==> config.mk <==
export PLATFORM = sky130hd
export DESIGN_NAME = poly_decryptor_byte_interpreter
export DESIGN_NICKNAME = d
export VERILOG_FILES = /design/src/rtl/core/pdbi_pkg.sv /design/src/rtl/core/poly_decryptor_byte_interpreter.sv /design/src/rtl/core/pdbi_ram.sv /design/src/rtl/core/pdbi_step.sv
export VERILOG_INCLUDE_DIRS = /design/src /design/src/rtl/core
export SDC_FILE = /design/constraint.sdc
export NUM_CORES = 2
export LEC_CHECK = 0
export BUFFER_PORTS_ARGS = -buffer_cell sky130_fd_sc_hd__buf_2
export CORE_MARGIN = 8
export CORE_UTILIZATION = 39
export CTS_CLUSTER_SIZE = 28
export DETAILED_ROUTE_END_ITERATION = 12
export HOLD_SLACK_MARGIN = 0.15
export PLACE_DENSITY = 0.6
export SLEW_MARGIN = 10
export SYNTH_ARGS = -nofsm -noshare
export SYNTH_HDL_FRONTEND = slang
export SYNTH_SLANG_ARGS = --single-unit
==> constraint.sdc <==
create_clock -name clk -period 5.37 [get_ports clk]
set_clock_uncertainty 0.1 [all_clocks]
set_input_delay 1.074 -clock clk [delete_from_list [all_inputs] [get_ports clk]]
set_output_delay 1.074 -clock clk [all_outputs]
set_load 0.02 [all_outputs]
==> src/rtl/core/poly_decryptor_byte_interpreter_defines.svh <==
// Assertion macros shared by the decryptor interpreter RTL.
// Each use stands on a line of its own and takes no trailing semicolon.
`ifndef POLY_DECRYPTOR_BYTE_INTERPRETER_DEFINES_SVH
`define POLY_DECRYPTOR_BYTE_INTERPRETER_DEFINES_SVH
`ifndef SYNTHESIS
// same-cycle implication
`define PDBI_ASSERT_IMPL(name, clk, rst_n, ante, cons) \
    name: assert property (@(posedge clk) disable iff (!rst_n) (ante) |-> (cons)) \
        else $error("pdbi: same-cycle check failed");
// next-cycle implication
`define PDBI_ASSERT_NEXT(name, clk, rst_n, ante, cons) \
    name: assert property (@(posedge clk) disable iff (!rst_n) (ante) |=> (cons)) \
        else $error("pdbi: next-cycle check failed");
`else
`define PDBI_ASSERT_IMPL(name, clk, rst_n, ante, cons)
`define PDBI_ASSERT_NEXT(name, clk, rst_n, ante, cons)
`endif
`endif

==> src/rtl/core/pdbi_pkg.sv <==
`default_nettype none
package pdbi_pkg;

    // Opcodes
    localparam logic [7:0] OP_JMP    = 8'hEB;
    localparam logic [7:0] OP_DEC    = 8'hFE;
    localparam logic [7:0] OP_SUB_CL = 8'h2A;
    localparam logic [7:0] OP_ADD_CL = 8'h02;
    localparam logic [7:0] OP_XOR_CL = 8'h32;
    localparam logic [7:0] OP_ADD_I  = 8'h04;
    localparam logic [7:0] OP_XOR_I  = 8'h34;
    localparam logic [7:0] OP_SUB_I  = 8'h2C;
    localparam logic [7:0] OP_ROT_I  = 8'hC0;
    localparam logic [7:0] OP_ROT_CL = 8'hD2;

    // One-byte no-op codes
    localparam logic [7:0] OP_NOP    = 8'h90;
    localparam logic [7:0] OP_CLC    = 8'hF8;
    localparam logic [7:0] OP_STC    = 8'hF9;
    localparam logic [7:0] OP_JMPN   = 8'hE9;
    localparam logic [7:0] OP_CALL   = 8'hE8;
    localparam logic [7:0] OP_LODS   = 8'hAC;

    // Rotate mode bytes
    localparam logic [7:0] MODE_ROL  = 8'hC0;
    localparam logic [7:0] MODE_ROR  = 8'hC8;

    // Status codes
    localparam logic [1:0] ST_OK       = 2'd0;
    localparam logic [1:0] ST_BAD_OP   = 2'd1;
    localparam logic [1:0] ST_PAST_END = 2'd2;

    // Request kinds
    localparam logic REQ_PROG = 1'b0;
    localparam logic REQ_DATA = 1'b1;

    // Register word indexes and APB address width
    localparam int   APB_AW          = 3;
    localparam logic REG_PROG_LEN    = 1'b0;
    localparam logic REG_START_COUNT = 1'b1;

    // Sequencer states
    localparam int STATE_W = 3;
    localparam logic [STATE_W-1:0] S_IDLE = 3'd0;
    localparam logic [STATE_W-1:0] S_OP   = 3'd1;
    localparam logic [STATE_W-1:0] S_ARG  = 3'd2;
    localparam logic [STATE_W-1:0] S_ARG2 = 3'd3;
    localparam logic [STATE_W-1:0] S_DONE = 3'd4;

    // Control result of one interpreter step
    typedef struct packed {
        logic [STATE_W-1:0] state;
        logic [1:0]         err;
    } step_t;

    function automatic logic [7:0] rol8(input logic [7:0] v, input logic [2:0] s);
        logic [15:0] d;
        d = {v, v} << s;
        return d[15:8];
    endfunction

    function automatic logic [7:0] ror8(input logic [7:0] v, input logic [2:0] s);
        logic [15:0] d;
        d = {v, v} >> s;
        return d[7:0];
    endfunction

endpackage
`default_nettype wire

==> src/rtl/core/poly_decryptor_byte_interpreter.sv <==
`default_nettype none
`include "poly_decryptor_byte_interpreter_defines.svh"
// Port group  Dir  Handshake              Contents
// s_*         in   s_tvalid / s_tready    s_tuser req_type; s_tdata program write or data byte
// m_*         out  m_tvalid / m_tready    m_tdata plain_byte, status
// APB         in   psel/penable/pwrite    program_length at 0x0, start_count at 0x4
//
// A data byte is run by fetching program bytes one by one (opcodes and
// operands; skipped bytes are not read): the single read port of the program
// store gives one byte a cycle. Reset clears control and registers only; the
// program store holds nothing until written. The next item is taken while a
// result waits in m_tdata; a finished run waits in its done state until the
// result register is free.
module poly_decryptor_byte_interpreter #(
    parameter int PROG_DEPTH = 256
) (
    input  logic                        clk,
    input  logic                        rst_n,
    // input items
    input  logic                        s_tvalid,
    output logic                        s_tready,
    input  logic [23:0]                 s_tdata,   // prog_addr, prog_byte, data_byte
    input  logic [0:0]                  s_tuser,   // req_type
    // result items
    output logic                        m_tvalid,
    input  logic                        m_tready,
    output logic [15:0]                 m_tdata,   // plain_byte, status, zero pad
    // configuration
    input  logic                        psel,
    input  logic                        penable,
    input  logic                        pwrite,
    input  logic [pdbi_pkg::APB_AW-1:0] paddr,
    input  logic [31:0]                 pwdata,
    output logic [31:0]                 prdata,
    output logic                        pready
);
    import pdbi_pkg::*;

    localparam int AW = $clog2(PROG_DEPTH);
    localparam int PW = $clog2(PROG_DEPTH + 258);

    logic [STATE_W-1:0] state_reg, state_next;
    logic [PW-1:0]      ptr_reg, ptr_next;
    logic [PW-1:0]      run_len_reg, run_len_next;
    logic [7:0]         val_reg, val_next;
    logic [7:0]         op_reg, op_next;
    logic [7:0]         mode_reg, mode_next;
    logic [1:0]         run_err_reg, run_err_next;
    logic [8:0]         program_length_reg;
    logic [7:0]         start_count_reg;
    logic [7:0]         running_count_reg;
    logic [1:0]         error_code_reg;
    logic               m_tvalid_reg;
    logic [7:0]         plain_reg;
    logic [1:0]         status_reg;

    logic               s_fire;
    logic               cfg_wr;
    logic               start_wr;
    logic               out_load;
    logic [1:0]         err_final;
    logic [PW-1:0]      len_w;
    logic               addr_ok;
    logic               wr_en;
    logic               rd_en;
    logic [AW-1:0]      rd_addr;
    logic [7:0]         rd_data;
    step_t              ctl;
    logic [PW-1:0]      ptr_step;
    logic [7:0]         val_step;

    // handshakes
    assign s_tready = (state_reg == S_IDLE);
    assign s_fire   = s_tvalid && s_tready;
    assign cfg_wr   = psel && penable && pwrite && pready;
    assign start_wr = cfg_wr && (paddr[2] == REG_START_COUNT);
    assign out_load = (state_reg == S_DONE) && (!m_tvalid_reg || m_tready);

    // length clamped to the store depth
    assign len_w = (PW'(program_length_reg) > PW'(PROG_DEPTH)) ? PW'(PROG_DEPTH)
                                                               : PW'(program_length_reg);
    assign addr_ok = (32'(s_tdata[7:0]) < PROG_DEPTH);
    assign wr_en   = s_fire && (s_tuser[0] == REQ_PROG) && addr_ok;

    // first error of a run sticks
    assign err_final = (error_code_reg == ST_OK) ? run_err_reg : error_code_reg;

    pdbi_ram #(
        .WIDTH (8),
        .DEPTH (PROG_DEPTH)
    ) u_prog_ram (
        .clk     (clk),
        .wr_en   (wr_en),
        .wr_addr (AW'(s_tdata[7:0])),
        .wr_data (s_tdata[15:8]),
        .rd_en   (rd_en),
        .rd_addr (rd_addr),
        .rd_data (rd_data)
    );

    pdbi_step #(
        .PW (PW)
    ) u_step (
        .state    (state_reg),
        .ptr      (ptr_reg),
        .len      (run_len_reg),
        .op       (op_reg),
        .mode     (mode_reg),
        .rd_data  (rd_data),
        .val      (val_reg),
        .cnt      (running_count_reg),
        .ctl      (ctl),
        .ptr_step (ptr_step),
        .val_step (val_step)
    );

    // sequencer: one program byte read per cycle
    always_comb
    begin
        state_next   = state_reg;
        ptr_next     = ptr_reg;
        run_len_next = run_len_reg;
        val_next     = val_reg;
        op_next      = op_reg;
        mode_next    = mode_reg;
        run_err_next = run_err_reg;
        rd_en        = 1'b0;
        rd_addr      = ptr_step[AW-1:0];
        case (state_reg)
            S_IDLE:
            begin
                if (s_fire && (s_tuser[0] == REQ_DATA))
                begin
                    val_next     = s_tdata[23:16];
                    ptr_next     = '0;
                    run_len_next = len_w;
                    run_err_next = ST_OK;
                    if (len_w == '0)
                    begin
                        state_next = S_DONE;
                    end
                    else
                    begin
                        state_next = S_OP;
                        rd_en      = 1'b1;
                        rd_addr    = '0;
                    end
                end
            end
            S_OP, S_ARG, S_ARG2:
            begin
                state_next   = ctl.state;
                ptr_next     = ptr_step;
                val_next     = val_step;
                run_err_next = ctl.err;
                rd_en        = (ctl.state != S_DONE);
                if (state_reg == S_OP)
                begin
                    op_next = rd_data;
                end
                if (state_reg == S_ARG)
                begin
                    mode_next = rd_data;
                end
            end
            S_DONE:
            begin
                if (out_load)
                begin
                    state_next = S_IDLE;
                end
            end
            default:
            begin
                state_next = S_IDLE;
            end
        endcase
    end

    // control state
    always_ff @(posedge clk or negedge rst_n)
    begin
        if (!rst_n)
        begin
            state_reg          <= S_IDLE;
            program_length_reg <= '0;
            start_count_reg    <= '0;
            running_count_reg  <= '0;
            error_code_reg     <= ST_OK;
            m_tvalid_reg       <= 1'b0;
        end
        else
        begin
            state_reg <= state_next;
            if (cfg_wr && (paddr[2] == REG_PROG_LEN))
            begin
                program_length_reg <= pwdata[8:0];
            end
            if (start_wr)
            begin
                start_count_reg   <= pwdata[7:0];
                running_count_reg <= pwdata[7:0];
                error_code_reg    <= ST_OK;
            end
            else if (out_load)
            begin
                running_count_reg <= running_count_reg - 8'd1;
                error_code_reg    <= err_final;
            end
            if (out_load)
            begin
                m_tvalid_reg <= 1'b1;
            end
            else if (m_tready)
            begin
                m_tvalid_reg <= 1'b0;
            end
        end
    end

    // datapath and result registers
    always_ff @(posedge clk)
    begin
        ptr_reg     <= ptr_next;
        run_len_reg <= run_len_next;
        val_reg     <= val_next;
        op_reg      <= op_next;
        mode_reg    <= mode_next;
        run_err_reg <= run_err_next;
        if (out_load)
        begin
            plain_reg  <= val_reg;
            status_reg <= err_final;
        end
    end

    // outputs
    assign m_tvalid = m_tvalid_reg;
    assign m_tdata  = {6'b0, status_reg, plain_reg};
    assign pready   = 1'b1;
    assign prdata   = (paddr[2] == REG_START_COUNT) ? {24'b0, start_count_reg}
                                                    : {23'b0, program_length_reg};

    // checks
    `PDBI_ASSERT_IMPL(a_ptr_in_program, clk, rst_n, (state_reg == S_OP || state_reg == S_ARG || state_reg == S_ARG2), ptr_reg < run_len_reg)
    `PDBI_ASSERT_IMPL(a_result_from_done, clk, rst_n, $rose(m_tvalid_reg), $past(state_reg) == S_DONE)
    `PDBI_ASSERT_IMPL(a_arg2_rotate_only, clk, rst_n, state_reg == S_ARG2, op_reg == OP_ROT_I || op_reg == OP_ROT_CL)
    `PDBI_ASSERT_NEXT(a_count_steps, clk, rst_n, out_load && !start_wr, running_count_reg == $past(running_count_reg) - 8'd1)
    `PDBI_ASSERT_NEXT(a_error_sticky, clk, rst_n, (error_code_reg != ST_OK) && !start_wr, error_code_reg == $past(error_code_reg))

endmodule
`default_nettype wire

==> src/rtl/core/pdbi_ram.sv <==
`default_nettype none
module pdbi_ram #(
    parameter int WIDTH = 8,
    parameter int DEPTH = 256
) (
    input  logic                     clk,
    input  logic                     wr_en,
    input  logic [$clog2(DEPTH)-1:0] wr_addr,
    input  logic [WIDTH-1:0]         wr_data,
    input  logic                     rd_en,
    input  logic [$clog2(DEPTH)-1:0] rd_addr,
    output logic [WIDTH-1:0]         rd_data
);

    logic [WIDTH-1:0] mem_reg [DEPTH];
    logic [WIDTH-1:0] rd_data_reg;

    // one write port, one registered read port
    always_ff @(posedge clk)
    begin
        if (wr_en)
        begin
            mem_reg[wr_addr] <= wr_data;
        end
        if (rd_en)
        begin
            rd_data_reg <= mem_reg[rd_addr];
        end
    end

    assign rd_data = rd_data_reg;

endmodule
`default_nettype wire

==> src/rtl/core/pdbi_step.sv <==
`default_nettype none
module pdbi_step #(
    parameter int PW = 10
) (
    input  logic [pdbi_pkg::STATE_W-1:0] state,
    input  logic [PW-1:0]                ptr,
    input  logic [PW-1:0]                len,
    input  logic [7:0]                   op,
    input  logic [7:0]                   mode,
    input  logic [7:0]                   rd_data,
    input  logic [7:0]                   val,
    input  logic [7:0]                   cnt,
    output pdbi_pkg::step_t              ctl,
    output logic [PW-1:0]                ptr_step,
    output logic [7:0]                   val_step
);
    import pdbi_pkg::*;

    logic [PW-1:0] ptr1;
    logic [PW-1:0] ptr2;
    logic [PW-1:0] ptr_jmp;

    assign ptr1    = ptr + PW'(1);
    assign ptr2    = ptr + PW'(2);
    assign ptr_jmp = ptr + PW'(rd_data) + PW'(1);

    // rd_data holds the program byte at ptr; decode it against the current phase
    always_comb
    begin
        logic          adv;
        logic [PW-1:0] tgt;
        ctl.state = state;
        ctl.err   = ST_OK;
        ptr_step  = ptr;
        val_step  = val;
        adv       = 1'b0;
        tgt       = ptr1;
        case (state)
            S_OP:
            begin
                case (rd_data)
                    OP_JMP, OP_ADD_I, OP_XOR_I, OP_SUB_I, OP_ROT_I, OP_ROT_CL:
                    begin
                        if (ptr1 >= len)
                        begin
                            ctl.state = S_DONE;
                            ctl.err   = ST_PAST_END;
                        end
                        else
                        begin
                            ctl.state = S_ARG;
                            ptr_step  = ptr1;
                        end
                    end
                    // count forms skip the byte that follows
                    OP_DEC:
                    begin
                        val_step = val - 8'd1;
                        adv      = 1'b1;
                        tgt      = ptr2;
                    end
                    OP_SUB_CL:
                    begin
                        val_step = val - cnt;
                        adv      = 1'b1;
                        tgt      = ptr2;
                    end
                    OP_ADD_CL:
                    begin
                        val_step = val + cnt;
                        adv      = 1'b1;
                        tgt      = ptr2;
                    end
                    OP_XOR_CL:
                    begin
                        val_step = val ^ cnt;
                        adv      = 1'b1;
                        tgt      = ptr2;
                    end
                    OP_NOP, OP_CLC, OP_STC, OP_JMPN, OP_CALL, OP_LODS:
                    begin
                        adv = 1'b1;
                    end
                    default:
                    begin
                        ctl.state = S_DONE;
                        ctl.err   = ST_BAD_OP;
                    end
                endcase
            end
            S_ARG:
            begin
                case (op)
                    OP_JMP:
                    begin
                        adv = 1'b1;
                        tgt = ptr_jmp;
                    end
                    OP_ADD_I:
                    begin
                        val_step = val + rd_data;
                        adv      = 1'b1;
                    end
                    OP_XOR_I:
                    begin
                        val_step = val ^ rd_data;
                        adv      = 1'b1;
                    end
                    OP_SUB_I:
                    begin
                        val_step = val - rd_data;
                        adv      = 1'b1;
                    end
                    OP_ROT_I, OP_ROT_CL:
                    begin
                        if (ptr1 >= len)
                        begin
                            ctl.state = S_DONE;
                            ctl.err   = ST_PAST_END;
                        end
                        else
                        begin
                            ctl.state = S_ARG2;
                            ptr_step  = ptr1;
                        end
                    end
                    default:
                    begin
                        ctl.state = S_DONE;
                    end
                endcase
            end
            // third byte: immediate for C0, ignored for D2
            S_ARG2:
            begin
                adv = 1'b1;
                if (op == OP_ROT_I)
                begin
                    val_step = (mode == MODE_ROL) ? rol8(val, rd_data[2:0])
                                                  : ror8(val, rd_data[2:0]);
                end
                else
                begin
                    val_step = (mode == MODE_ROR) ? ror8(val, cnt[2:0])
                                                  : rol8(val, cnt[2:0]);
                end
            end
            default:
            begin
                ctl.state = state;
            end
        endcase
        // move on, or finish cleanly at the program end
        if (adv)
        begin
            ptr_step  = tgt;
            ctl.state = (tgt >= len) ? S_DONE : S_OP;
        end
    end

endmodule
`default_nettype wire

==> summary.txt <==
Synth
  – Post-synthesis sequential area ratio: 0.712
  – Largest family of logic cells by synthesized area: simple AND/OR/NAND/NOR gates
  – Post-synthesis cell area: 0.0901 sq mm
  – Mux cell area share after synthesis: 0.0337
  – Synth Area in Compound Gates: 0.0869
  – Number of synthesized flops with an enable pin: between 2000 and 2500
  – Area leader, netlist: edfxtp_1
  – Post-Syn Instances: 6800
  – Synth area leaders: edfxtp_1 (70%), nand2_1 (5.1%), mux2i_1 (2.6%)
  – Count of cell types in the netlist: 108
  – Top post-synthesis cells by count: edfxtp_1 (2111), nand2_1 (1216), nor2_1 (515)
  – Post-synthesis adder-cell area fraction: 0.00719
  – Share of flip-flops with an asynchronous set or reset: 0.0145
  – Synth warnings: 0
  – Xor-xnor portion of the synthesized cell area: 0.00612
  – Cell with the most instances after synthesis: edfxtp_1
  – Avg Cell Area, Syn: 13.3 sq um
  – Seq cells post-synth: between 2000 and 2500
  – Ys flop type: edfxtp_1
  – Synth Area in Simple Gates: 0.123
  – Share of the synthesized area in the top cell type: 0.703

Routing
  – DRT iter0 DRCs: 9406
  – DR DRC count: 0
  – Avg Vias per Cell: 5.93
  – Pre-Repair DR Iteration Count: 6
  – Wire per inst: 28.9 microns
  – ANT nets after route: 0
  – Total wire length: 310 mm
  – Routed via count: 63737

Worst hold path
  – Min-delay worst type: register to register
  – Worst Hold Path Cells: 2

Critical path
  – CP required: 5.90 ns
  – R2R depth: 25
  – Flop2flop setup slack: -0.02 ns
  – Worst Setup End Kind: register
  – CP max FO: 13
  – Startpoint types: register
  – Critical path endpoint: u_prog_ram.rd_data[5]
  – Worst Path Class, Setup: register to register
  – WP data arrival: 5.92 ns
  – R2r endpoint: u_prog_ram.rd_data[5]
  – Worst Setup SP: ptr_reg[1]
  – Reg-to-reg startpoint: ptr_reg[1]

Finish
  – Non-filler cells, final: roughly 11000
  – Final #Nets: 7655
  – Sequential cell area: 0.0642 sq mm
  – Max FFs per register: between 2000 and 2500
  – Filler cell count: 20077
  – Multi-input gate area: around 0.024 sq mm
  – Share of layout cells above drive strength 1: 0.200
  – Area grow syn2layout: 20.4%

Timing
  – # setup viols final: 2
  – Final Max Tran Viols: 0
  – Crit path time final: ~5.4 ns
  – Slew at the pin closest to its max-slew limit: around 1.2 ns
  – TNS Setup: -0.0246 ns
  – Final Hold Fails: 0
  – Hold WS: 0.370 ns
  – Fin crit share: 1.00
  – Slew HR: 0.175
  – Max Freq: 185 MHz
  – Final setup margin: -0.0237 ns
  – RSZ-0062 raised after global routing: yes

Floorplan
  – Chip width: slightly below 500 microns
  – Core area: 0.230 sq mm
  – Die area: approximately 0.25 sq mm
  – Row cnt: around 180
  – Boundary pin count: 118
  – Initial core utilization: 0.392
  – Die Ht: 497 microns

Clock network
  – CTS H-tree lvls: 4
  – Root buffer cell: clkbuf_16
  – Register clock-pin slew on the reported worst setup and hold paths: 0.06 ns
  – Clock tree buffer depth: 3
  – TritonCTS buffer count: 210
  – CTS tree: yes
  – Clk_lat worst skew: 0.86 ns
  – Clk sink count: 2142

Global route
  – First-pass GRT wire length: between 400 and 500 mm
  – Total congestion overflow: 0
  – Largest net degree at the start of global routing: 122
  – Vias in the first global route: 59575
  – Aggregate global-route resource usage: 0.240
  – Initial antenna violation count: 17

Place
  – Post-DP HPWL: slightly above 200 mm
  – Placer Congestion: 0.968
  – Port bufs: 62
  – Placed cell count: between 10000 and 15000
  – Post-Place Setup Slack: -0.654 ns

Pwr
  – Peak VDD IR: 457 uV
  – Pwr Density: 631 mW/mm^2
  – Pleak: around 37 nW
  – Total power: 0.0685 W

Flow run
  – Max cap viols: 0

Run status
  – Status: complete, but fails checks
  – Failing checks: negative setup slack
[worst min-delay path by stage]
stage	startpoint	to	slack, ns
after floorplan	start_count_reg[0]	start_count_reg[0]	0.34
after global placement	start_count_reg[4]	start_count_reg[4]	0.35
after detailed placement	start_count_reg[7]	start_count_reg[7]	0.36
after CTS	pwdata[8]	program_length_reg[8]	0.30
after global routing	pwdata[8]	program_length_reg[8]	0.35
final	start_count_reg[6]	start_count_reg[6]	0.37
[where the power goes]
part | total (W) | switching [W] | internal (W)
Clock | 0.0144 | 0.00640 | 0.00797
Sequential | 0.0193 | 0.000506 | 0.0188
Combinational | 0.0348 | 0.0213 | 0.0135
[placed cells by master (no fill, tap or decap), types with 52 or more instances in the layout]
master,Yosys,layout
a21oi_1,293,282
a31oi_1,144,133
buf_12,0,108
buf_2,194,54
buf_4,119,752
clkbuf_1,133,60
clkbuf_16,0,225
edfxtp_1,2111,2111
mux2i_1,237,225
nand2_1,1216,1203
nand3_1,361,352
nand4_1,52,52
nor2_1,515,504
nor3_1,203,192
o21ai_0,206,194
o221ai_1,67,64
o22ai_1,64,57
[worst max-delay path: stages, from the launching register on]
cell	delay [ns]
edfxtp_1	0.45
ha_4	0.21
nand3_4	0.10
nor2_4	0.11
nand2_2	0.08
xnor2_1	0.13
ha_1	0.29
a21o_1	0.16
a21o_1	0.22
buf_6	0.13
nor3b_2	0.16
buf_4	0.14
a41oi_4	0.14
buf_6	0.16
a211o_4	0.41
buf_4	0.20
buf_4	0.19
nand2_1	0.08
a32oi_1	0.20
a2111oi_2	0.61
nor3_1	0.13
buf_4	0.16
nor2_1	0.07
nand4_1	0.13
buf_4	0.19
and4_1	0.16
[per-layer routing]
layer	vias up	global-route usage	routed length, microns
met4	4	0.105	15700
li1	27118	-	-
met2	3918	0.363	137000
met1	32039	0.334	122000
met5	-	0	27
met3	658	0.0542	35600
[cell families after synthesis]
family	Yosys count
AOI/OAI and AO/OA	1175
buffers and inverters	529
DFF	2142
and+or+nand+nor	2559
adders and majority gates	50
xor gates and xnor gates	63
other	2
muxes	280
[stage by stage]
step                       util  instance area [sq um]
final                     0.472                 108000
after global routing      0.472                 108000
after CTS                 0.464                 107000
after detailed placement  0.432                  99300
after global placement    0.432                  99300
after floorplan               -                  90200
[cell type report]
cell class	instances	area share
diodes	13	0.000300
clock buffers	276	0.0517
clock inverters	108	0.00889
inverters	46	0.00159
multi-input cells	4157	0.226
flip-flops and latches	2142	0.591
well taps	3026	0.0349
repair buffers	981	0.0855
[what timing repair did]
item | in CTS | in global routing
gates resized for setup | 101 | 183
gates cloned | 5 | 11
endpoints found under the setup margin | 8 | 8
hold endpoints to repair | 6 | 0
pin swaps | 22 | 58
hold buffers | 1 | 0
setup buffers | 20 | 75
Note: power is estimated with default switching activity, not from simulation.
